`src/rtl/assert_macros.svh`:
```
// assertion helpers shared by the rtl
`ifndef ASSERT_MACROS_SVH
`define ASSERT_MACROS_SVH

`ifndef SYNTHESIS

// implication checked in the same cycle
`define S3_ASSERT_SAME(lbl, ante, cons) \
   lbl: assert property (@(posedge clock) disable iff (reset) (ante) |-> (cons)) \
      else $error("assertion failed");

// implication checked in the next cycle
`define S3_ASSERT_NEXT(lbl, ante, cons) \
   lbl: assert property (@(posedge clock) disable iff (reset) (ante) |=> (cons)) \
      else $error("assertion failed");

`else

`define S3_ASSERT_SAME(lbl, ante, cons)
`define S3_ASSERT_NEXT(lbl, ante, cons)

`endif

`endif

```
`src/rtl/s3conv_pkg.sv`:
```
`timescale 1ns / 1ps
package s3conv_pkg;

   localparam int MAX_WIDTH  = 2048;
   localparam int COL_W      = $clog2(MAX_WIDTH);
   localparam int IMG_W_W    = 12;
   localparam int ROW_W      = 16;
   localparam int PIX_W      = 16;
   localparam int COEF_W     = 16;
   localparam int HV_W       = 20;
   localparam int PROD_W     = HV_W + COEF_W;
   localparam int ACC_W      = PROD_W + 2;
   localparam int FRAC_W     = 14;
   localparam int SHR_W      = ACC_W - FRAC_W;
   localparam int TAP_W      = 2;
   localparam int CSR_IDX_W  = 3;
   localparam int CSR_DATA_W = 16;

   localparam logic [IMG_W_W-1:0] IMG_W_MAX = IMG_W_W'(MAX_WIDTH);

   localparam logic [TAP_W-1:0] TAP_LEFT   = 2'd0;
   localparam logic [TAP_W-1:0] TAP_CENTER = 2'd1;
   localparam logic [TAP_W-1:0] TAP_LAST   = 2'd2;

   localparam logic [CSR_IDX_W-1:0] CSR_IMAGE_WIDTH  = 3'd0;
   localparam logic [CSR_IDX_W-1:0] CSR_IMAGE_HEIGHT = 3'd1;
   localparam logic [CSR_IDX_W-1:0] CSR_COEF_LEFT    = 3'd2;
   localparam logic [CSR_IDX_W-1:0] CSR_COEF_CENTER  = 3'd3;
   localparam logic [CSR_IDX_W-1:0] CSR_COEF_RIGHT   = 3'd4;

   localparam logic [IMG_W_W-1:0]       IMAGE_WIDTH_RESET  = 12'd64;
   localparam logic [ROW_W-1:0]         IMAGE_HEIGHT_RESET = 16'd64;
   localparam logic signed [COEF_W-1:0] COEF_LEFT_RESET    = 16'sd4096;
   localparam logic signed [COEF_W-1:0] COEF_CENTER_RESET  = 16'sd8192;
   localparam logic signed [COEF_W-1:0] COEF_RIGHT_RESET   = 16'sd4096;

   // round half up before the shift
   localparam logic signed [ACC_W-1:0] ACC_ROUND = ACC_W'(2 ** (FRAC_W - 1));

   localparam logic signed [SHR_W-1:0] HV_MAX  = SHR_W'(2 ** (HV_W - 1) - 1);
   localparam logic signed [SHR_W-1:0] HV_MIN  = -SHR_W'(2 ** (HV_W - 1));
   localparam logic signed [SHR_W-1:0] PIX_MAX = SHR_W'(2 ** (PIX_W - 1) - 1);
   localparam logic signed [SHR_W-1:0] PIX_MIN = -SHR_W'(2 ** (PIX_W - 1));

   typedef enum logic [2:0] {
      ST_IDLE,
      ST_HLOAD,
      ST_MAC,
      ST_ACC,
      ST_HSAVE,
      ST_VLOAD,
      ST_VOUT,
      ST_FINISH
   } state_type;

   typedef enum logic [2:0] {
      OP_H_SINGLE,
      OP_H_INNER,
      OP_H_EDGE,
      OP_V_MID,
      OP_V_LAST,
      OP_V_ONE
   } op_mode_type;

   typedef struct packed {
      logic [IMG_W_W-1:0]       image_width;
      logic [ROW_W-1:0]         image_height;
      logic signed [COEF_W-1:0] coef_left;
      logic signed [COEF_W-1:0] coef_center;
      logic signed [COEF_W-1:0] coef_right;
   } cfg_type;

   typedef struct packed {
      logic              capture;
      logic              load_h;
      logic              load_v;
      logic              mac;
      logic [TAP_W-1:0]  tap;
      logic              acc_last;
      logic              save_h;
      logic              out_load;
      logic              out_last;
      logic              out_frame;
      logic              finish;
      logic              second;
      op_mode_type       mode;
   } dp_cmd_type;

   typedef struct packed {
      logic col_zero;
      logic row_end;
      logic last_row;
      logic row_nonzero;
      logic out_free;
   } dp_status_type;

   function automatic logic signed [HV_W-1:0] sat_h(input logic signed [ACC_W-1:0] acc);
      logic signed [SHR_W-1:0] q;
      q = SHR_W'(acc >>> FRAC_W);
      if (q > HV_MAX) begin
         sat_h = HV_MAX[HV_W-1:0];
      end else if (q < HV_MIN) begin
         sat_h = HV_MIN[HV_W-1:0];
      end else begin
         sat_h = q[HV_W-1:0];
      end
   endfunction

   function automatic logic signed [PIX_W-1:0] sat_v(input logic signed [ACC_W-1:0] acc);
      logic signed [SHR_W-1:0] q;
      q = SHR_W'(acc >>> FRAC_W);
      if (q > PIX_MAX) begin
         sat_v = PIX_MAX[PIX_W-1:0];
      end else if (q < PIX_MIN) begin
         sat_v = PIX_MIN[PIX_W-1:0];
      end else begin
         sat_v = q[PIX_W-1:0];
      end
   endfunction

endpackage

```
`src/rtl/s3conv_regs.sv`:
```
`timescale 1ns / 1ps
module s3conv_regs (
   input  logic                                  clock,
   input  logic                                  reset,
   input  logic                                  csr_valid,
   output logic                                  csr_ready,
   input  logic [s3conv_pkg::CSR_IDX_W-1:0]      csr_index,
   input  logic [s3conv_pkg::CSR_DATA_W-1:0]     csr_data,
   output s3conv_pkg::cfg_type                   cfg
);

   s3conv_pkg::cfg_type cfg_ff, cfg_in;

   assign csr_ready = 1'b1;
   assign cfg       = cfg_ff;

   always_comb begin
      cfg_in = cfg_ff;
      if (csr_valid) begin
         case (csr_index)
            s3conv_pkg::CSR_IMAGE_WIDTH: begin
               cfg_in.image_width = csr_data[s3conv_pkg::IMG_W_W-1:0];
            end
            s3conv_pkg::CSR_IMAGE_HEIGHT: begin
               cfg_in.image_height = csr_data[s3conv_pkg::ROW_W-1:0];
            end
            s3conv_pkg::CSR_COEF_LEFT: begin
               cfg_in.coef_left = csr_data[s3conv_pkg::COEF_W-1:0];
            end
            s3conv_pkg::CSR_COEF_CENTER: begin
               cfg_in.coef_center = csr_data[s3conv_pkg::COEF_W-1:0];
            end
            s3conv_pkg::CSR_COEF_RIGHT: begin
               cfg_in.coef_right = csr_data[s3conv_pkg::COEF_W-1:0];
            end
            default: begin
               cfg_in = cfg_ff;
            end
         endcase
      end
   end

   always_ff @(posedge clock) begin
      if (reset) begin
         cfg_ff.image_width  <= s3conv_pkg::IMAGE_WIDTH_RESET;
         cfg_ff.image_height <= s3conv_pkg::IMAGE_HEIGHT_RESET;
         cfg_ff.coef_left    <= s3conv_pkg::COEF_LEFT_RESET;
         cfg_ff.coef_center  <= s3conv_pkg::COEF_CENTER_RESET;
         cfg_ff.coef_right   <= s3conv_pkg::COEF_RIGHT_RESET;
      end else begin
         cfg_ff <= cfg_in;
      end
   end

endmodule

```
`config.mk`:
```
export PLATFORM = sky130hd
export DESIGN_NAME = s3conv_regs
export DESIGN_NICKNAME = d
export VERILOG_FILES = /design/src/rtl/assert_macros.svh /design/src/rtl/s3conv_pkg.sv /design/src/rtl/s3conv_regs.sv
export SDC_FILE = /design/constraint.sdc
export NUM_CORES = 1
export LEC_CHECK = 0
export ABC_AREA = 0
export BUFFER_PORTS_ARGS = -buffer_cell sky130_fd_sc_hd__buf_2
export CORE_MARGIN = 2
export CORE_UTILIZATION = 54
export DETAILED_ROUTE_END_ITERATION = 10
export GPL_ROUTABILITY_DRIVEN = 0
export PLACE_DENSITY = 0.9
export SYNTH_ARGS = -nofsm -noshare
export SYNTH_HDL_FRONTEND = slang
export SYNTH_SLANG_ARGS = --single-unit
```
`constraint.sdc`:
```
create_clock -name clock -period 3.1 [get_ports clock]
set_clock_uncertainty 0.1 [all_clocks]
set_input_delay 0 -clock clock [delete_from_list [all_inputs] [get_ports clock]]
set_output_delay 0 -clock clock [all_outputs]
set_load 0.03 [all_outputs]
```
==> impl_metrics.toml, run 1 <==
[run_status]
status = "completed"

[floorplanning]
design.core.area_um2 = 5439
io-pin-count = 99
die_y_um = 78.73
die_w_um = 78.73
dieArea_um2 = 6198
rows = 27
start_util_pct = 55.44

[power]
leakage_nw = 2.075
total_power_w = 0.002020
ir_drop_uv = 364.8
p_per_area_nw_per_um2 = 515.9

[critical_path]
path_delay_family = "simple AND/OR/NAND/NOR gates"
crit_required_ps = 3190
critical_path.slowest_cell = "or4b_1"
crit_chain = "buf_2, or4b_1, mux2i_1"
path_buf_inv = 1
start_kind = "primary input"
cp_slowest_stage_delay_ps = 890
cp.arrival_ps = 1260
endpoint_kind = "register"
path_max_fanout = 12
critical_path_class = "in -> reg"

[synth]
yosysMostFrequentCell = "nand2b_1"
yosysTopAreaCellShare_pct = 50.46
synth_edf_count = 0
synth_cell_types = 13
synth_common_cells = "87 x nand2b_1, 76 x dfxtp_1, 76 x mux2i_1"
synth_flop_cell = "dfxtp_1"
synth_xor_area_share_pct = 0
syn_area_per_cell_um2 = 11.01
synth-simple-area-share_pct = 20.75
yosysWarnings = 0
async_flop_share_pct = 0
synth_area_leaders = "dfxtp_1 50%, mux2i_1 25%, nand2b_1 18%, buf_2 1.3%, clkbuf_1 1.2%"
synthMuxAreaShare_pct = 25.23
synth_top_family_by_area = "multiplexers"
synth_nets = 296
yosysSeqAreaShare_pct = 50.46
synth_compound_area_share_pct = 0
synth-seq-cells = 76
synthCells = 274
synthAdderAreaFrac_pct = 0
syn_area_um2 = 3015
synth_top_area_cell = "dfxtp_1"

[placed_design]
dp_hpwl_um = 4353
place_area_um2 = 3540
port_buffers = 97

[clock_tree]
cts_tree = "yes"
cts_root_buffer = "clkbuf_8"
cts_buffers = 9
post_cts_buffers = 0
clock_latency_ps = 340
htreeDepth = 3
cts_buffer_depth = 2
cts.sinks = 76
path_clk_slew_ps = 70

[timing]
hold_viol_final = 0
period_share_pct = 37.62
fin_setup_tns_ps = 0
rsz0062_at_grt = "no"
finalSetupViolCount = 0
whs_ps = 138.8
slew_viol_final = 0
layout_min_cycle_time_ps = 1166
fmax_mhz = 857.6
worst_pin_slew_ps = 775.0
max_slew_margin_pct = 48.33

[route]
routed_wl_um = 6841
drt_iter0_drc = 121
drt-wirelength-per-cell_um = 14.90
vias_per_cell = 4.972
route.detailed.drc = 0
ant_nets = 0
vias = 2282
first_pass_iters = 6

[grt]
grtUsageTotal_pct = 22.78
grt_pass1_wl_um = 10900
grt_pass1_vias = 2329
grt_max_degree = 65
grt_overflow = 0
antenna_found_initial = 0

[job]
cap_violations = 0

[min_path]
hold_class = "in -> reg"

[layout]
nets = 404
finalInstanceArea_um2 = 3916
largest_reg_flops = 76
final_core_util_pct = 72.00
synthToLayoutAreaGrowth_pct = 29.88
drive_gt1_share_pct = 30.49
diodes = 0
fillCellCount = 409
## cell usage in the layout, fill, tap and decap left out, drive strengths merged
cell | Yosys | final
buf | 11 | 102
bufinv | 0 | 2
clkbuf | 10 | 11
clkinv | 0 | 3
conb | 1 | 1
dfxtp | 76 | 76
dlygate4sd3 | 0 | 16
mux2i | 76 | 76
nand2b | 87 | 87
nand4b | 1 | 1
nand4bb | 2 | 2
nor2 | 8 | 8
nor4bb | 1 | 1
or4b | 1 | 1
## per-layer routing
| layer | vias up | GRT usage (%) | part of all wire, % |
|---|---|---|---|
| li1 | 1115 | - | - |
| met5 | - | 0 | 0 |
| met3 | 12 | 7.500 | 7.7 |
| met2 | 89 | 37.78 | 47 |
| met4 | 0 | 11.05 | 1.7 |
| met1 | 1066 | 26.47 | 43 |
## final cells by class
class | count | area (um^2) | area share [%]
clock buffer | 11 | 141.4 | 3.610
clock inverter | 5 | 75.07 | 1.917
sequential | 76 | 1521 | 38.85
tap | 72 | 90.09 | 2.300
multi-input combinational | 177 | 1405 | 35.88
timing repair buffer | 118 | 683.2 | 17.44
## power breakdown
group          internal [W]  switching (W)
clock network      0.000472       0.000345
registers          0.000997      0.0000111
logic             0.0000819       0.000113
## repair_timing
action / CTS / global route
resized for setup: 0 / 0
hold buffers: 16 / 0
endpoints found under the hold margin: 76 / 0
## kinds of logic after synthesis
family,count (synthesis)
buf+inv,21
simple gates,100
flops,76
other cells,1
mux,76
## worst register-to-register path: cells and delay by family (launching register included)
| kind | cells | cell delay [ps] |
|---|---|---|
| multiplexers | 1 | 210 |
| AND/OR/NAND/NOR | 1 | 60 |
| flip-flops | 1 | 340 |
## through the flow
step                      cells  setup WS, ps
after detailed placement    427          1580
after global routing        459          1842
after floorplan             274          1979
after CTS                   459          1920
final                       459          1934
after global placement      427          1624
## path summary, 6_finish.rpt
check,from,to,slack [ps],cells after the start
worst max-delay path,csr_index[1],cfg[64]$_SDFFE_PP0P_,1930,3
worst min-delay path,reset,cfg[62]$_SDFFE_PP0P_,140,3
worst max register to register,cfg[12]$_SDFFE_PP1P_,cfg[12]$_SDFFE_PP1P_,2310,2
worst min register to register,cfg[36]$_SDFFE_PP0P_,cfg[36]$_SDFFE_PP0P_,370,2
(Power assumes the default switching activity.)
==> run 2: changes to the inputs <==
Settings changed: ABC_AREA 0 to 1, CORE_UTILIZATION 54 to 45, PLACE_DENSITY 0.9 to 0.81.
Clock period 3.1 ns to 1 ns, I/O delays scaled along.
==> impl_metrics.toml, run 2 <==
[run_status]
status = "completed"

[critical_path]
critical_path_class = "reg -> out"
path_max_fanout = 2
path_delay_family = "flip-flops"
cp.arrival_ps = 900
endpoint_kind = "output pin"
cp_slowest_stage_delay_ps = 380
critical_path.slowest_cell = "dfxtp_1"
start_kind = "register"
crit_required_ps = 900
path_buf_inv = 1
crit_chain = "buf_4"

[layout]
diodes = 0
fillCellCount = 560
largest_reg_flops = 76
final_core_util_pct = 64.53
instances_no_fill = 635
layout_common_cells = "143 x nor2_1, 85 x nand2_1, 76 x nand3_1, 72 x dfxtp_1, 47 x buf_4"
nets = 572
synthToLayoutAreaGrowth_pct = 40.00
drive_gt1_share_pct = 26.49
final_common_cell = "nor2_1"
finalInstanceArea_um2 = 4335

[route]
routed_wl_um = 9176
ant_nets = 0
drt-wirelength-per-cell_um = 14.45
first_pass_iters = 7
route.detailed.drc = 0
vias = 3261
vias_per_cell = 5.135
drt_iter0_drc = 290

[timing]
period_share_pct = 99.75
slew_viol_final = 0
hold_viol_final = 0
fmax_mhz = 1003
finalSetupViolCount = 0
layout_min_cycle_time_ps = 997.5

[floorplanning]
io-pin-count = 99
start_util_pct = 46.09
die_y_um = 86.96
design.core.area_um2 = 6719
rows = 30
die_w_um = 86.96
dieArea_um2 = 7561

[synth]
synth_common_cells = "143 x nor2_1, 85 x nand2_1, 76 x dfxtp_1, 76 x nand3_1, 19 x inv_1"
syn_area_um2 = 3097
async_flop_share_pct = 0
yosysWarnings = 0
synth_top_area_cell = "dfxtp_1"
synth-seq-cells = 76
synth_cell_types = 15
yosysTopAreaCellShare_pct = 49.13
synthCells = 443
synth_edf_count = 0
yosysSeqAreaShare_pct = 49.13
synth_flop_cell = "dfxtp_1"
synth_nets = 465
syn_area_per_cell_um2 = 6.990
yosysMostFrequentCell = "nor2_1"
synth_area_leaders = "dfxtp_1 49%, nor2_1 17%, nand3_1 12%, nand2_1 10%, inv_1 2.3%"

[clock_tree]
post_cts_buffers = 0
cts_tree = "yes"
path_clk_slew_ps = 80
cts.sinks = 76
clock_latency_ps = 340
cts_buffer_depth = 2
cts_buffers = 9
cts_root_buffer = "clkbuf_8"
htreeDepth = 3

[power]
ir_drop_uv = 960.8
leakage_nw = 2.067
p_per_area_nw_per_um2 = 1697

[placed_design]
place_area_um2 = 3732
dp.cells = 607
port_buffers = 97
dp_hpwl_um = 5854

[grt]
antenna_found_initial = 0
grt_max_degree = 54
grt_pass1_wl_um = 13300
grtUsageTotal_pct = 22.86
grt_pass1_vias = 2834
grt_overflow = 0

[job]
cap_violations = 0

[min_path]
hold_class = "in -> reg"
-- run 2: layout make-up --
class	instances	area (um^2)	area share, %
Timing Repair Buffer	122	998.5	23.03
Sequential cell	76	1526	35.21
Tap cell	80	100.1	2.309
Multi-Input combinational cell	318	1354	31.23
Clock buffer	12	145.1	3.348
Clock inverter	4	120.1	2.771
Inverter	23	91.34	2.107
-- run 2: cells by family after synthesis --
group	share of synthesized area [%]
flip-flops	49.13
buffers and inverters	7.313
AO/OA/AOI/OAI	0.3232
AND/OR/NAND/NOR	43.11
other	0.1211
-- run 2: power breakdown --
| group | switching [W] | internal [W] | leakage [nW] |
|---|---|---|---|
| sequential | 0.0000632 | 0.00313 | 0.618 |
| clock | 0.00110 | 0.00198 | 0.131 |
| combinational | 0.000686 | 0.000390 | 1.32 |
| total | 0.00185 | 0.00551 | 2.07 |
-- run 2: worst paths after layout --
check / start / endpoint / slack (ps) / cells after the start
worst max-delay path: cfg[6]$_SDFFE_PP0P_ / cfg[6] / 3 / 1
worst min-delay path: csr_data[11] / cfg[43]$_SDFFE_PP0P_ / 8 / 5
worst max register to register: cfg[29]$_SDFFE_PP1P_ / cfg[29]$_SDFFE_PP1P_ / 280 / 2
worst min register to register: cfg[51]$_SDFFE_PP0P_ / cfg[51]$_SDFFE_PP0P_ / 380 / 2
-- run 2: per-stage QoR --
step / hold slack (ps) / setup slack [ps] / total power (W) / TNS (ps)
finish: 8.401 / 2.508 / 0.007358 / 0
global route: 41.04 / -14.15 / 0.007594 / -35.19
CTS: 3.164 / 0.5527 / 0.007291 / 0
detailed placement: 152.6 / -32.49 / 0.004201 / -304.3
global placement: 150.6 / 12.78 / 0.004184 / 0
floorplan: 13.22 / 144.2 / 0.003887 / 0
-- run 2: metal layers --
layer	vias up	GRT usage [%]	routed length, um
met4	0	11.08	228
li1	1590	-	-
met5	-	0	0
met3	23	3.886	764
met1	1478	28.57	3633
met2	170	38.10	4549
-- run 2: timing repair --
| action | in CTS | in global routing |
|---|---|---|
| gates resized for setup | 16 | 89 |
| setup endpoints to repair | 16 | 100 |
| endpoints found under the hold margin | 47 | 0 |
| hold buffers | 9 | 0 |
| gates cloned | 0 | 3 |
==> run 3: changes to the inputs <==
Settings changed: CTS_CLUSTER_SIZE set to 16, REMOVE_ABC_BUFFERS set to 1.
==> impl_metrics.toml, run 3 (same netlist as run 2, synthesis figures left out) <==
[critical_path]
path_max_fanout = 20
critical_path.slowest_cell = "dlygate4sd3_1"
crit_chain = "dlygate4sd3_1, buf_2, inv_6, clkbuf_16, nand2_1, nor2_1"
crit_required_ps = 1170
reg2reg_from = "cfg[65]$_SDFFE_PP0P_"
cp.arrival_ps = 1140
reg2reg_slack_ps = 300
endpoint_kind = "register"
start_kind = "primary input"
reg2reg_to = "cfg[65]$_SDFFE_PP0P_"
rr_worst_depth = 2
critical_path_class = "in -> reg"
cp_slowest_stage_delay_ps = 540

[clock_tree]
path_clk_slew_ps = 70
cts_buffers = 9
cts_tree = "yes"
cts_root_buffer = "clkbuf_8"
clock_latency_ps = 330
cts.sinks = 76
post_cts_buffers = 0
cts_buffer_depth = 2
htreeDepth = 3

[placed_design]
dp_hpwl_um = 5701
dp.cells = 609
port_buffers = 97
place_area_um2 = 3797

[run_status]
status = "completed"

[floorplanning]
die_y_um = 86.96
io-pin-count = 99
rows = 30
die_w_um = 86.96
dieArea_um2 = 7561
design.core.area_um2 = 6719
start_util_pct = 46.09

[power]
leakage_nw = 2.046
p_per_area_nw_per_um2 = 1531
total_power_w = 0.006498
ir_drop_uv = 940.3

[min_path]
hold_class = "in -> reg"
hold_end = "cfg[29]$_SDFFE_PP1P_"
hold_depth = 4
min_from = "csr_index[0]"

[layout]
final_common_cell = "nor2_1"
finalInstanceArea_um2 = 4245
final_core_util_pct = 63.18
diodes = 0
largest_reg_flops = 76
drive_gt1_share_pct = 26.04
synthToLayoutAreaGrowth_pct = 37.09
layout_common_cells = "143 x nor2_1, 85 x nand2_1, 76 x nand3_1, 75 x dfxtp_1, 54 x buf_2"
instances_no_fill = 633
fillCellCount = 632
nets = 571

[timing]
period_share_pct = 97.28
finalSetupViolCount = 0
slew_viol_final = 0
hold_viol_final = 0
layout_min_cycle_time_ps = 972.8
fmax_mhz = 1028
fin_setup_tns_ps = 0

[route]
routed_wl_um = 8638
vias_per_cell = 4.937
route.detailed.drc = 0
drt-wirelength-per-cell_um = 13.65
first_pass_iters = 5
ant_nets = 0
vias = 3125
drt_iter0_drc = 241

[grt]
grt_max_degree = 41
grt_pass1_wl_um = 13170
antenna_found_initial = 0
grt_overflow = 0
grtUsageTotal_pct = 22.36
grt_pass1_vias = 2713

[job]
cap_violations = 0
-- run 3: cell types whose count changed in the layout (fill, tap and decap cells not counted) --
cell,delta
dfxtp_1,+3
dlygate4sd3_1,-3
bufinv_16,-3
clkinv_2,+1
dfxtp_2,-3
clkbuf_4,-1
buf_4,-15
buf_12,+4
clkbuf_1,+1
clkbuf_16,+1
buf_6,-4
buf_2,+17
-- run 3: final cells by class --
cell class | count | area, um^2 | share of cell area (%)
multi-input cells | 318 | 1354 | 31.89
well taps | 80 | 100.1 | 2.358
flip-flops and latches | 76 | 1523 | 35.87
clock buffers | 13 | 148.9 | 3.507
repair buffers | 121 | 993.5 | 23.40
clock inverters | 2 | 35.03 | 0.8252
inverters | 23 | 91.34 | 2.151
-- run 3: critical path, delay by kind of cell --
kind | cells | cell delay (ps)
AND/OR/NAND/NOR | 2 | 150
buffers and inverters | 4 | 1000
-- run 3: how the worst max path moves through the flow --
stage | cells after the start | from | slack [ps] | endpoint
6_report | 6 | reset | 30 | cfg[21]$_SDFFE_PP0P_
5_1_grt | 1 | cfg[65]$_SDFFE_PP0P_ | -20 | cfg[65]
4_1_cts | 1 | cfg[66]$_SDFFE_PP0P_ | 5 | cfg[66]
3_5_place_dp | 6 | csr_index[0] | -20 | cfg[56]$_SDFFE_PP0P_
3_3_place_gp | 6 | csr_index[0] | 0.1 | cfg[61]$_SDFFE_PP0P_
2_1_floorplan | 5 | csr_valid | -610 | cfg[44]$_SDFFE_PP1P_
-- run 3: timing repair --
action / in CTS / in global routing
resized for setup: 1 / 80
gates cloned: 0 / 3
hold endpoints to repair: 16 / 0
hold buffers: 6 / 0
setup endpoints to repair: 1 / 58
-- run 3: metrics by stage --
step	hold WS (ps)	setup WS, ps
after detailed placement	147.3	-17.55
after global placement	136.6	0.1337
after global routing	29.04	-16.76
after floorplan	13.22	-613.8
final	10.94	27.18
after CTS	6.512	4.717
-- run 3: report_power, final --
group | switching, W | internal, W
registers | 0.0000590 | 0.00313
logic | 0.000678 | 0.000392
clock network | 0.00103 | 0.00121
total | 0.00176 | 0.00473
-- run 3: routing by layer --
metal	vias to the layer above	routed length [um]	GRT usage [%]
li1	1579	-	-
met2	137	4134	37.54
met3	5	739	4.171
met1	1404	3701	29.69
met5	-	0	0
met4	0	63	5.540
