File: config.mk
export PLATFORM = sky130hd
export DESIGN_NAME = s3conv_ctrl
export DESIGN_NICKNAME = d
export VERILOG_FILES = /design/src/rtl/s3conv_pkg.sv /design/src/rtl/s3conv_ctrl.sv
export VERILOG_INCLUDE_DIRS = /design/src /design/src/rtl
export SDC_FILE = /design/constraint.sdc
export NUM_CORES = 1
export LEC_CHECK = 0
export BUFFER_PORTS_ARGS = -buffer_cell sky130_fd_sc_hd__buf_2
export CORE_UTILIZATION = 43
export CTS_BUF_LIST = sky130_fd_sc_hd__clkbuf_8
export CTS_CLUSTER_DIAMETER = 50
export DETAILED_ROUTE_END_ITERATION = 16
export PLACE_DENSITY = 0.73
export SYNTH_ARGS = -nofsm -noshare
export SYNTH_HDL_FRONTEND = slang
export SYNTH_SLANG_ARGS = --single-unit
File: constraint.sdc
create_clock -name clock -period 3.14 [get_ports clock]
set_input_delay 0.157 -clock clock [delete_from_list [all_inputs] [get_ports clock]]
set_output_delay 0.157 -clock clock [all_outputs]
set_load 0.01 [all_outputs]
File: src/rtl/assert_macros.svh
// assertion helpers shared by the rtl
`ifndef ASSERT_MACROS_SVH
`define ASSERT_MACROS_SVH

`ifndef SYNTHESIS

// implication checked in the same cycle
`define S3_ASSERT_SAME(lbl, ante, cons) \
   lbl: assert property (@(posedge clock) disable iff (reset) (ante) |-> (cons)) \
      else $error("assertion failed");

// implication checked in the next cycle
`define S3_ASSERT_NEXT(lbl, ante, cons) \
   lbl: assert property (@(posedge clock) disable iff (reset) (ante) |=> (cons)) \
      else $error("assertion failed");

`else

`define S3_ASSERT_SAME(lbl, ante, cons)
`define S3_ASSERT_NEXT(lbl, ante, cons)

`endif

`endif

File: src/rtl/s3conv_pkg.sv
`timescale 1ns / 1ps
package s3conv_pkg;

   localparam int MAX_WIDTH  = 2048;
   localparam int COL_W      = $clog2(MAX_WIDTH);
   localparam int IMG_W_W    = 12;
   localparam int ROW_W      = 16;
   localparam int PIX_W      = 16;
   localparam int COEF_W     = 16;
   localparam int HV_W       = 20;
   localparam int PROD_W     = HV_W + COEF_W;
   localparam int ACC_W      = PROD_W + 2;
   localparam int FRAC_W     = 14;
   localparam int SHR_W      = ACC_W - FRAC_W;
   localparam int TAP_W      = 2;
   localparam int CSR_IDX_W  = 3;
   localparam int CSR_DATA_W = 16;

   localparam logic [IMG_W_W-1:0] IMG_W_MAX = IMG_W_W'(MAX_WIDTH);

   localparam logic [TAP_W-1:0] TAP_LEFT   = 2'd0;
   localparam logic [TAP_W-1:0] TAP_CENTER = 2'd1;
   localparam logic [TAP_W-1:0] TAP_LAST   = 2'd2;

   localparam logic [CSR_IDX_W-1:0] CSR_IMAGE_WIDTH  = 3'd0;
   localparam logic [CSR_IDX_W-1:0] CSR_IMAGE_HEIGHT = 3'd1;
   localparam logic [CSR_IDX_W-1:0] CSR_COEF_LEFT    = 3'd2;
   localparam logic [CSR_IDX_W-1:0] CSR_COEF_CENTER  = 3'd3;
   localparam logic [CSR_IDX_W-1:0] CSR_COEF_RIGHT   = 3'd4;

   localparam logic [IMG_W_W-1:0]       IMAGE_WIDTH_RESET  = 12'd64;
   localparam logic [ROW_W-1:0]         IMAGE_HEIGHT_RESET = 16'd64;
   localparam logic signed [COEF_W-1:0] COEF_LEFT_RESET    = 16'sd4096;
   localparam logic signed [COEF_W-1:0] COEF_CENTER_RESET  = 16'sd8192;
   localparam logic signed [COEF_W-1:0] COEF_RIGHT_RESET   = 16'sd4096;

   // round half up before the shift
   localparam logic signed [ACC_W-1:0] ACC_ROUND = ACC_W'(2 ** (FRAC_W - 1));

   localparam logic signed [SHR_W-1:0] HV_MAX  = SHR_W'(2 ** (HV_W - 1) - 1);
   localparam logic signed [SHR_W-1:0] HV_MIN  = -SHR_W'(2 ** (HV_W - 1));
   localparam logic signed [SHR_W-1:0] PIX_MAX = SHR_W'(2 ** (PIX_W - 1) - 1);
   localparam logic signed [SHR_W-1:0] PIX_MIN = -SHR_W'(2 ** (PIX_W - 1));

   typedef enum logic [2:0] {
      ST_IDLE,
      ST_HLOAD,
      ST_MAC,
      ST_ACC,
      ST_HSAVE,
      ST_VLOAD,
      ST_VOUT,
      ST_FINISH
   } state_type;

   typedef enum logic [2:0] {
      OP_H_SINGLE,
      OP_H_INNER,
      OP_H_EDGE,
      OP_V_MID,
      OP_V_LAST,
      OP_V_ONE
   } op_mode_type;

   typedef struct packed {
      logic [IMG_W_W-1:0]       image_width;
      logic [ROW_W-1:0]         image_height;
      logic signed [COEF_W-1:0] coef_left;
      logic signed [COEF_W-1:0] coef_center;
      logic signed [COEF_W-1:0] coef_right;
   } cfg_type;

   typedef struct packed {
      logic              capture;
      logic              load_h;
      logic              load_v;
      logic              mac;
      logic [TAP_W-1:0]  tap;
      logic              acc_last;
      logic              save_h;
      logic              out_load;
      logic              out_last;
      logic              out_frame;
      logic              finish;
      logic              second;
      op_mode_type       mode;
   } dp_cmd_type;

   typedef struct packed {
      logic col_zero;
      logic row_end;
      logic last_row;
      logic row_nonzero;
      logic out_free;
   } dp_status_type;

   function automatic logic signed [HV_W-1:0] sat_h(input logic signed [ACC_W-1:0] acc);
      logic signed [SHR_W-1:0] q;
      q = SHR_W'(acc >>> FRAC_W);
      if (q > HV_MAX) begin
         sat_h = HV_MAX[HV_W-1:0];
      end else if (q < HV_MIN) begin
         sat_h = HV_MIN[HV_W-1:0];
      end else begin
         sat_h = q[HV_W-1:0];
      end
   endfunction

   function automatic logic signed [PIX_W-1:0] sat_v(input logic signed [ACC_W-1:0] acc);
      logic signed [SHR_W-1:0] q;
      q = SHR_W'(acc >>> FRAC_W);
      if (q > PIX_MAX) begin
         sat_v = PIX_MAX[PIX_W-1:0];
      end else if (q < PIX_MIN) begin
         sat_v = PIX_MIN[PIX_W-1:0];
      end else begin
         sat_v = q[PIX_W-1:0];
      end
   endfunction

endpackage

File: src/rtl/s3conv_ctrl.sv
`timescale 1ns / 1ps
`include "assert_macros.svh"
module s3conv_ctrl (
   input  logic                      clock,
   input  logic                      reset,
   input  logic                      req_valid,
   output logic                      req_stall,
   input  s3conv_pkg::dp_status_type status,
   output s3conv_pkg::dp_cmd_type    cmd
);

   s3conv_pkg::state_type            state_ff, state_in;
   logic [s3conv_pkg::TAP_W-1:0]     tap_ff, tap_in;
   logic                             second_ff, second_in;
   logic                             vidx_ff, vidx_in;
   logic                             vphase_ff, vphase_in;
   logic                             more_col, more_v, has_col, has_v;

   // second column only at the end of a row past column zero
   assign more_col = !second_ff && !status.col_zero && status.row_end;
   assign more_v   = status.row_nonzero && status.last_row && !vidx_ff;
   assign has_col  = !status.col_zero || status.row_end;
   assign has_v    = status.row_nonzero || status.last_row;

   always_ff @(posedge clock) begin
      if (reset) begin
         state_ff  <= s3conv_pkg::ST_IDLE;
         tap_ff    <= '0;
         second_ff <= 1'b0;
         vidx_ff   <= 1'b0;
         vphase_ff <= 1'b0;
      end else begin
         state_ff  <= state_in;
         tap_ff    <= tap_in;
         second_ff <= second_in;
         vidx_ff   <= vidx_in;
         vphase_ff <= vphase_in;
      end
   end

   always_comb begin
      state_in  = state_ff;
      tap_in    = '0;
      second_in = second_ff;
      vidx_in   = vidx_ff;
      vphase_in = vphase_ff;
      case (state_ff)
         s3conv_pkg::ST_IDLE: begin
            second_in = 1'b0;
            if (req_valid) begin
               state_in = has_col ? s3conv_pkg::ST_HLOAD : s3conv_pkg::ST_FINISH;
            end
         end
         s3conv_pkg::ST_HLOAD: begin
            vphase_in = 1'b0;
            state_in  = s3conv_pkg::ST_MAC;
         end
         s3conv_pkg::ST_MAC: begin
            if (tap_ff == s3conv_pkg::TAP_LAST) begin
               state_in = s3conv_pkg::ST_ACC;
            end else begin
               tap_in = tap_ff + s3conv_pkg::TAP_W'(1);
            end
         end
         s3conv_pkg::ST_ACC: begin
            state_in = vphase_ff ? s3conv_pkg::ST_VOUT : s3conv_pkg::ST_HSAVE;
         end
         s3conv_pkg::ST_HSAVE: begin
            vidx_in = 1'b0;
            if (has_v) begin
               state_in = s3conv_pkg::ST_VLOAD;
            end else if (more_col) begin
               second_in = 1'b1;
               state_in  = s3conv_pkg::ST_HLOAD;
            end else begin
               state_in = s3conv_pkg::ST_FINISH;
            end
         end
         s3conv_pkg::ST_VLOAD: begin
            vphase_in = 1'b1;
            state_in  = s3conv_pkg::ST_MAC;
         end
         s3conv_pkg::ST_VOUT: begin
            if (status.out_free) begin
               if (more_v) begin
                  vidx_in  = 1'b1;
                  state_in = s3conv_pkg::ST_VLOAD;
               end else if (more_col) begin
                  second_in = 1'b1;
                  state_in  = s3conv_pkg::ST_HLOAD;
               end else begin
                  state_in = s3conv_pkg::ST_FINISH;
               end
            end
         end
         s3conv_pkg::ST_FINISH: begin
            second_in = 1'b0;
            state_in  = s3conv_pkg::ST_IDLE;
         end
         default: begin
            state_in = s3conv_pkg::ST_IDLE;
         end
      endcase
   end

   always_comb begin
      cmd           = '0;
      req_stall     = (state_ff != s3conv_pkg::ST_IDLE);
      cmd.tap       = tap_ff;
      cmd.second    = second_ff;
      cmd.out_last  = !more_v && !more_col;
      cmd.out_frame = !more_v && !more_col && status.row_end && status.last_row;
      if (state_ff == s3conv_pkg::ST_HLOAD) begin
         cmd.mode = status.col_zero ? s3conv_pkg::OP_H_SINGLE :
                    (second_ff ? s3conv_pkg::OP_H_EDGE : s3conv_pkg::OP_H_INNER);
      end else begin
         cmd.mode = status.row_nonzero ?
                    (vidx_ff ? s3conv_pkg::OP_V_LAST : s3conv_pkg::OP_V_MID) :
                    s3conv_pkg::OP_V_ONE;
      end
      case (state_ff)
         s3conv_pkg::ST_IDLE:   cmd.capture  = req_valid;
         s3conv_pkg::ST_HLOAD:  cmd.load_h   = 1'b1;
         s3conv_pkg::ST_MAC:    cmd.mac      = 1'b1;
         s3conv_pkg::ST_ACC:    cmd.acc_last = 1'b1;
         s3conv_pkg::ST_HSAVE:  cmd.save_h   = 1'b1;
         s3conv_pkg::ST_VLOAD:  cmd.load_v   = 1'b1;
         s3conv_pkg::ST_VOUT:   cmd.out_load = status.out_free;
         s3conv_pkg::ST_FINISH: cmd.finish   = 1'b1;
         default:               cmd.finish   = 1'b0;
      endcase
   end

   `S3_ASSERT_SAME(a_tap_idle_outside_mac, state_ff != s3conv_pkg::ST_MAC, tap_ff == '0)
   `S3_ASSERT_SAME(a_vout_in_v_phase, state_ff == s3conv_pkg::ST_VOUT, vphase_ff)
   `S3_ASSERT_SAME(a_second_col_starts_load, $rose(second_ff), state_ff == s3conv_pkg::ST_HLOAD)

endmodule

==> metrics.md, run 1 <==
| Metric | Value |
|---|---|
| Status | finished clean |
| Hold path depth | 2 |
| Max Clock Skew | ~0.0023 ns |
| Seq/Total Area, Yosys | about 28% |
| Via count | 620 |
| Part of the power in combinational logic | 49.5% |
| Hold crit path type | in2reg |
| Initial Util | between 40% and 50% |
| Core Area | approximately 0.0012 mm2 |
| Vias in the first global route | approximately 500 |
| Routed WL | approximately 1400 um |
| Pwr/cell area | 876 mW/mm2 |
| CTS tree | built |
| RSZ-0062 raised after global routing | no |
| First-pass GRT wire length | about 2000 um |
| Post-route cell area | 718 um2 |
| Finish-stage setup viols | 0 |
| Die area | ~0.0015 mm2 |
| Yosys Warn Count | 0 |
| Vias per inst | approximately 5.6 |
| Fin crit share | between 50% and 60% |
| WP buf/inv | 1 |
| R2R cell count | 4 |
| CTS Buf Count | 3 |
| Cell area after synthesis | between 500 and 600 um2 |
| H-tree Lvls | 1 |
| Syn_nets | just over 80 |
| GRT met3 Usage | around 5.2% |
| Hpwl dp | approximately 1000 um |
| P_sw | 0.000276 W |
| Routing usage on met2 | 31.3% |
| PortBufs | 24 |
| Met1 global-route usage | between 20% and 30% |
| Max VDD drop | about 0.00045 V |
| Post-CTS Setup Repair Bufs | 0 |
| R2R Setup Slk | 1.49 ns |
| Int Power | around 0.00035 W |
| Critical Path Max Stage Delay | ~0.56 ns |
| Slew headroom | 66.4% |
| # DRC | 0 |
| WL/cell | 12.8 um |
| Routability cong. | about 0.9 |
| Post-DP Area | 677 um2 |
| Crit path max-delay cell type | dfxtp_1 |
| Hold path start | reset |
| CP Class | reg2out |
| TritonRoute pass-1 iters | 4 |
| Global Route Usage Sum | between 20 and 25% |
| Sum Neg Setup Slack | 0 ns |
| Worst-Skew Late Latency | about 0.23 ns |
| Worst Tran Pin Value | 0.504 ns |
| Leakage | approximately 0.33 nW |
| Reg-to-Reg End | state_ff[2] |
| Routed Antenna Nets | 0 |
| Distinct cell type count after synthesis | 36 |
| Max Root-Sink Buffers | 2 |
| Max-Cap Viols | 0 |
| Largest net degree at the start of global routing | 15 |
| Slew Limit Fails | 0 |
| Die height | about 39 um |
| CP endpoint kind | output pin |
| Total clock sinks | 8 |
| Worst r2r src | state_ff[1] |
| Ports | 25 |
| CP delay by family, top | flip-flops |
| Total grt overflow | 0 |
| Post-CTS Resized | 0 |
| Root buf cell | clkbuf_8 |
| Final Hold Viols | 0 |
| CTS clk-pin slew, worst paths | around 0.04 ns |
| Hold slack final | 0.223 ns |
| Antenna violations before repair | 0 |
| Site Rows | 12 |
| CP required | between 2 and 3 ns |
| GR peak layer | met2 |
| Area growth, synth to finish | 23.4% |
| Yosys reg bits | 8 |
| Share of layout cells above drive strength 1 | 35.4% |
| Antenna Cells | 0 |
| Post-synthesis cell count | 74 |
| Seq pwr share | 31.2% |
| Overall Power | ~0.00063 W |
| Crit path time final | roughly 1.8 ns |
| Max Clk Rate | 547 MHz |
| Clock share of power | about a fifth |
| Critical path cell sequence | nand2b_1 -> nor2_1 -> o21ai_0 -> o21a_1 -> buf_2 |
| WHS Endpoint | vphase_ff |
| Worst EP arrival | approximately 1.7 ns |
| NumNets Final | 107 |
| Critical Path Fanout Max | 11 |
| Crit path launch type | register |
| Sw Ratio | a little over two fifths |
| Hold buffers post-CTS | 0 |
| Initial DRC Count | 8 |
| Die width | just under 40 um |
| Synth Area per Inst | a little under 8 um2 |
==> flip-flops by register name, summed over array words and instances (netlist names) <==
name and flops:
vphase_ff 1, second_ff 1, state_ff 3, tap_ff 2
vidx_ff 1
==> cell usage in the layout (no fill, tap or decap), types with 2 or more instances in the layout <==
master    instances
a21oi_1           2
a31oi_1           2
and3_1            3
buf_2            24
clkbuf_8          3
dfxtp_1           8
inv_1             5
inv_2             2
nand2_1           6
nand2b_1          2
nand3b_1          2
nor2_1           11
nor3_1            2
o21ai_0           3
==> routing by layer <==
metal / up-vias / part of all wire (%)
li1: 305 / -
met1: 291 / 47
met2: 22 / 46
met3: 2 / 5.9
met4: 0 / 1.4
met5: - / 0
==> per-stage QoR <==
stage | instances | utilization [%] | setup WS, ns
CTS | 110 | 60.5 | 1.34
floorplan | 74 | - | 1.70
global placement | 107 | 57.1 | 1.56
detailed placement | 107 | 57.1 | 1.53
finish | 110 | 60.5 | 1.31
global route | 110 | 60.5 | 1.25
==> cells in the mapped netlist, drive strengths merged <==
cell / count / area, um2
nand3b: 2 / 15.0
a2111oi: 1 / 15.0
nor2b: 1 / 6.26
o211ai: 1 / 7.51
ha: 1 / 12.5
o41ai: 1 / 8.76
o21bai: 1 / 7.51
dfxtp: 8 / 160
o21ai: 3 / 15.0
nor4b: 1 / 15.0
a21o: 1 / 7.51
nor4: 2 / 18.8
mux2i: 1 / 10.0
nand2: 6 / 22.5
buf: 5 / 42.5
nand3: 1 / 5.00
a211oi: 1 / 7.51
and2: 1 / 6.26
a31oi: 2 / 12.5
a41oi: 1 / 8.76
inv: 7 / 26.3
nor3b: 2 / 20.0
o21a: 1 / 7.51
nor2: 11 / 41.3
and3: 3 / 18.8
a21oi: 2 / 10.0
nand2b: 2 / 12.5
o22ai: 1 / 6.26
a31o: 1 / 8.76
nor3: 3 / 26.3
==> cell families after synthesis <==
kind of cell    after synthesis  synth area share, %
flops                         8                 27.5
simple gates                 35                 35.7
fa+ha+maj                     1                 2.15
mux                           1                 1.72
buf+inv                      12                 11.8
compound gates               17                 21.1
==> worst reg2reg max path, delay by kind of cell, from the launching register on <==
kind             cells  cell delay, ns
AND/OR/NAND/NOR      2            0.56
AO/OA/AOI/OAI        2            0.52
flip-flops           1            0.46
==> power groups by stage <==
| stage | clock, W | sequential (W) | combinational, W |
|---|---|---|---|
| after global placement | 0 | 0.000193 | 0.000307 |
| after floorplan | 0 | 0.000153 | 0.000283 |
| after detailed placement | 0 | 0.000195 | 0.000310 |
| after CTS | 0.000126 | 0.000194 | 0.000313 |
| final | 0.000122 | 0.000196 | 0.000311 |
| after global routing | 0.000131 | 0.000202 | 0.000344 |
==> worst max-delay path by stage <==
stage                     depth (start not counted)        start     endpoint
after detailed placement                          4  state_ff[1]  state_ff[2]
after CTS                                         5  state_ff[0]       cmd[0]
after global routing                              5  state_ff[0]       cmd[0]
final                                             5  state_ff[0]       cmd[0]
after global placement                            4  state_ff[1]  state_ff[2]
after floorplan                                   5  state_ff[1]       cmd[0]
==> layout make-up <==
class                      count  area (um2)
clock buffer                   3        41.3
fill                         118         468
inverter                       7        26.3
multi-input combinational     54         353
sequential                     8         160
tap                           14        17.5
timing repair buffer          24         120
Note: power is estimated with default switching activity, not from simulation.
==> run 2: changes to the inputs <==
==> constraint.sdc (replaced) <==
create_clock -name clock -period 1.9 [get_ports clock]
set_input_delay 0.095 -clock clock [delete_from_list [all_inputs] [get_ports clock]]
set_output_delay 0.095 -clock clock [all_outputs]
set_load 0.01 [all_outputs]
==> run 2 against run 1 <==
  * Die area unchanged
  * First-iteration DRC count increased to 2.8 times the previous value
  * Clock skew decreased by 0.0014 ns
  * Non-clock buffer count unchanged
  * Cell count unchanged
  * Utilization unchanged
==> metrics.md, run 2 (synthesis gave the netlist of run 1 again) <==
| Metric | Value |
|---|---|
| Crit path max-delay cell type | dfxtp_1 |
| Pwr/cell area | 1450 mW/mm2 |
| Via count | approximately 590 |
| Worst-Skew Late Latency | 0.23 ns |
| Worst EP arrival | between 1.5 and 2 ns |
| Critical path cell sequence | nand2b_1 -> nor2_1 -> o21ai_0 -> o21a_1 -> buf_2 |
| Max VDD drop | about 0.00074 V |
| Worst Tran Pin Value | 0.473 ns |
| Core Area | 0.00119 mm2 |
| Root buf cell | clkbuf_8 |
| Filler Cell Count | between 100 and 150 |
| Post-CTS Resized | 0 |
| Hold buffers post-CTS | 0 |
| Leakage | ~0.33 nW |
| CTS clk-pin slew, worst paths | roughly 0.04 ns |
| Int Power | 0.000584 W |
| Sw Ratio | a little over two fifths |
| RSZ-0062 raised after global routing | no |
| Finish-stage setup viols | 0 |
| Hold slack final | between 0.15 and 0.2 ns |
| Total grt overflow | 0 |
| TritonRoute pass-1 iters | 4 |
| Antenna violations before repair | 0 |
| Ports | 25 |
| Max FFs per register | 3 |
| Total clock sinks | 8 |
| Max Root-Sink Buffers | 2 |
| Most frequent cells in the layout | 24 x buf_2, 11 x nor2_1, 8 x dfxtp_1, 6 x nand2_1, 5 x inv_1 |
| Die area | between 0.0015 and 0.002 mm2 |
| Slew headroom | between 60% and 70% |
| Area growth, synth to finish | 23.4% |
| CTS tree | built |
| CP delay by family, top | flip-flops |
| Hold crit path type | in2reg |
| Crit path launch type | register |
| Site Rows | 12 |
| Die height | around 39 um |
| Core Util, Final | 60.5% |
| Sum Neg Setup Slack | 0 ns |
| WP buf/inv | 1 |
| NumNets Final | 107 |
| Routability cong. | between 0.8 and 0.9 |
| Seq pwr share | 30.8% |
| Share of layout cells above drive strength 1 | a little over a third |
| CP endpoint kind | output pin |
| CTS Buf Count | 3 |
| Critical Path Max Stage Delay | ~0.56 ns |
| WL/cell | 11.9 um |
| Final Hold Viols | 0 |
| Routed Antenna Nets | 0 |
| CP required | about 1.8 ns |
| Global Route Usage Sum | between 10% and 20% |
| CP Class | reg2out |
| Vias in the first global route | 462 |
| Max Clk Rate | 580 MHz |
| Clock share of power | a little under 20% |
| Initial Util | between 40% and 50% |
| Slew Limit Fails | 0 |
| Die width | roughly 39 um |
| Antenna Cells | 0 |
| Max Clock Skew | 0.000954 ns |
| Routed WL | 1310 um |
| H-tree Lvls | 1 |
| Biggest regs | state_ff: 3 flops, tap_ff: 2 flops |
| Crit path time final | about 1.7 ns |
| Largest net degree at the start of global routing | 15 |
| Status | finished clean |
| Top reg by flops | state_ff |
| Initial DRC Count | 22 |
| Area of the multi-input gates | around 350 um2 |
| Fin crit share | about nine tenths |
| P_sw | ~0.00046 W |
| FF+latch area | roughly 160 um2 |
| # DRC | 0 |
| Most common cell after layout, fill and taps aside | buf_2 |
| Critical Path Fanout Max | 11 |
| Hpwl dp | 1020 um |
| Vias per inst | 5.40 |
| Part of the power in combinational logic | 49.3% |
| Post-CTS Setup Repair Bufs | 0 |
| PortBufs | 24 |
| Max-Cap Viols | 0 |
| First-pass GRT wire length | 1970 um |
-- run 2: final cells by class --
cell class              instances  area share [%]
multi-input cells              54            49.1
flip-flops and latches          8            22.3
repair buffers                 24            16.7
clock buffers                   3            5.75
inverters                       7            3.66
well taps                      14            2.44
-- run 2: metrics by stage --
stage	setup WS, ns	power, W	area (um2)	std cells
final	0.175	0.00104	718	110
after detailed placement	0.287	0.000830	677	107
after global routing	0.0818	0.00112	718	110
after CTS	0.192	0.00104	718	110
after global placement	0.363	0.000823	677	107
after floorplan	0.517	0.000721	582	74
-- run 2: final timing paths --
kind / start / endpoint / slack [ns] / cells after the start
worst max-delay path: state_ff[0] / cmd[0] / 0.17 / 5
worst min-delay path: reset / state_ff[2] / 0.15 / 2
worst max register to register: state_ff[1] / state_ff[2] / 0.26 / 4
worst min register to register: tap_ff[0] / tap_ff[0] / 0.43 / 1
-- run 2: layer usage --
metal | vias up | routed length, um | GRT usage, %
li1 | 305 | - | -
met1 | 268 | 680 | 28.0
met2 | 19 | 548 | 25.8
met3 | 2 | 75 | 5.20
met4 | 0 | 9 | 10.3
met5 | - | 0 | 0
-- run 2: power by group through the flow --
stage / combinational, W / sequential [W] / clock (W)
after global placement: 0.000504 / 0.000318 / 0
after floorplan: 0.000468 / 0.000253 / 0
after CTS: 0.000512 / 0.000318 / 0.000209
after detailed placement: 0.000509 / 0.000321 / 0
after global routing: 0.000567 / 0.000332 / 0.000217
final: 0.000513 / 0.000321 / 0.000206
==> run 3: changes to the inputs <==
--- a/config.mk
+++ b/config.mk
@@ -12,6 +12,7 @@
 export CTS_CLUSTER_DIAMETER = 50
 export DETAILED_ROUTE_END_ITERATION = 16
 export PLACE_DENSITY = 0.73
+export REMOVE_ABC_BUFFERS = 1
 export SYNTH_ARGS = -nofsm -noshare
 export SYNTH_HDL_FRONTEND = slang
 export SYNTH_SLANG_ARGS = --single-unit
==> run 3 against run 2 <==
  * Global-route usage is 1.1 points higher
  * Hold slack worse by 0.0062 ns
  * Critical endpoint unchanged
  * Largest cell class unchanged
  * Count of clock-buffer cells in the layout is the same
  * Sequential cell count stayed put
  * Fmax shrank 0.30%
  * Critical path type unchanged
  * Non-clock buffer count unchanged
  * Wire length up 2.7%
==> metrics.md, run 3 (synthesis gave the netlist of run 1 again) <==
| Metric | Value |
|---|---|
| Max Clk Rate | between 500 and 600 MHz |
| Vias in the first global route | around 460 |
| R2R Setup Slk | roughly 0.30 ns |
| Slew headroom | slightly below 70% |
| Int Power | between 0.0005 and 0.0006 W |
| Most frequent cells in the layout | 24 x buf_2, 11 x nor2_1, 8 x dfxtp_1, 6 x nand2_1, 5 x inv_1 |
| Critical Path Max Stage Delay | 0.56 ns |
| Final Hold Viols | 0 |
| Via count | 603 |
| Antenna violations before repair | 0 |
| Share of layout cells above drive strength 1 | about 35% |
| CTS Buf Count | 3 |
| Overall Power | 0.00104 W |
| P_sw | between 0.0004 and 0.0005 W |
| Total grt overflow | 0 |
| Hpwl dp | 1040 um |
| CTS clk-pin slew, worst paths | ~0.040 ns |
| Worst Tran Pin Value | ~0.5 ns |
| Hold crit path type | in2reg |
| Part of the power in combinational logic | 48.8% |
| Sum Neg Setup Slack | 0 ns |
| Top reg by flops | state_ff |
| Status | finished clean |
| Critical Path Fanout Max | 11 |
| Slew Limit Fails | 0 |
| CTS tree | built |
| RSZ-0062 raised after global routing | no |
| Max Root-Sink Buffers | 2 |
| Seq pwr share | between 30% and 40% |
| CP required | around 1.8 ns |
| TritonRoute pass-1 iters | 4 |
| Max FFs per register | 3 |
| Max-Cap Viols | 0 |
| WL/cell | approximately 12 um |
| Worst-Skew Late Latency | approximately 0.23 ns |
| CP endpoint kind | output pin |
| Die height | about 39 um |
| Clock share of power | around a fifth |
| Largest net degree at the start of global routing | 15 |
| Post-CTS Resized | 0 |
| Crit. path cell count | 5 |
| Biggest regs | state_ff: 3 flops, tap_ff: 2 flops |
| Most common cell after layout, fill and taps aside | buf_2 |
| Initial Util | roughly 49% |
| FF+latch area | approximately 160 um2 |
| Area of the multi-input gates | ~350 um2 |
| Worst EP arrival | approximately 1.6 ns |
| Ports | 25 |
| Area growth, synth to finish | 23.4% |
| H-tree Lvls | 1 |
| Post-CTS Setup Repair Bufs | 0 |
| R2R cell count | 4 |
| Root buf cell | clkbuf_8 |
| CP endpoint | cmd[0] |
| Initial DRC Count | 17 |
| Routed Antenna Nets | 0 |
| Hold buffers post-CTS | 0 |
| First-pass GRT wire length | between 2000 and 2500 um |
| Routability cong. | around 0.88 |
| Vias per inst | roughly 5.5 |
| Core Area | between 0.001 and 0.0015 mm2 |
| Fin crit share | between 90 and 100% |
| Die width | between 30 and 40 um |
| WP buf/inv | 1 |
| Hold slack final | roughly 0.15 ns |
| Core Util, Final | between 60% and 70% |
| PortBufs | 24 |
| Place WS | between 0.3 and 0.4 ns |
| Crit path launch type | register |
| CP delay by family, top | flip-flops |
| Sw Ratio | 43.5% |
| Worst r2r src | state_ff[1] |
| Max Clock Skew | between 0.0009 and 0.001 ns |
| Antenna Cells | 0 |
| Leakage | around 0.33 nW |
| Crit path max-delay cell type | dfxtp_1 |
| Global Route Usage Sum | around 21% |
| NumNets Final | 107 |
| CP Class | reg2out |
| Worst setup margin | 0.170 ns |
| Finish-stage setup viols | 0 |
| Site Rows | 12 |
| Filler Cell Count | 120 |
| Die area | about 0.0015 mm2 |
| Total clock sinks | 8 |
| # DRC | 0 |
| Reg-to-Reg End | state_ff[2] |
| Pwr/cell area | between 1000 and 1500 mW/mm2 |
| Max VDD drop | 0.000645 V |
| Crit path time final | 1.73 ns |
| CP startpoint | state_ff[0] |
| Routed WL | ~1300 um |
| Critical path cell sequence | nand2b_1 -> nor2_1 -> o21ai_0 -> o21a_1 -> buf_2 |
run 3: cell counts in the layout (fill, tap and decap cells not counted):
Identical to the previous run, type by type.
run 3: stage by stage:
step / instance area (um2) / cells
global route: 718 / 110
CTS: 718 / 110
finish: 718 / 110
detailed placement: 677 / 107
floorplan: 539 / 69
global placement: 677 / 107
run 3: cell type report:
cell class / instances / area share, %
clock buffers: 3 / 5.75
inverters: 7 / 3.66
multi-input cells: 54 / 49.1
flip-flops and latches: 8 / 22.3
well taps: 14 / 2.44
repair buffers: 24 / 16.7
run 3: worst min-delay path by stage:
stage	from	endpoint	slack, ns	cells past startpoint
finish	reset	state_ff[2]	0.15	2
global route	reset	vphase_ff	0.15	2
floorplan	reset	state_ff[2]	0.16	1
CTS	reset	state_ff[2]	0.14	2
detailed placement	reset	state_ff[2]	0.39	2
global placement	reset	state_ff[2]	0.38	2
run 3: worst register-to-register path: stages, from the launching register on:
cell,delay (ns)
dfxtp_1,0.45
nor4_2,0.49
a31o_1,0.22
nor4b_2,0.07
a2111oi_2,0.26
run 3: per-layer routing:
metal	global-route usage [%]	share of wire, %	vias to the layer above
li1	-	-	303
met1	26.8	50	276
met2	31.3	44	20
met3	5.20	4.9	4
met4	10.3	1.3	0
met5	0	0	-
run 3: power by group through the flow:
stage                     combinational (W)  sequential [W]  clock [W]
after floorplan                    0.000361        0.000306          0
after detailed placement           0.000505        0.000325          0
after global placement             0.000502        0.000318          0
after CTS                          0.000508        0.000322   0.000209
final                              0.000505        0.000324   0.000207
after global routing               0.000560        0.000339   0.000216
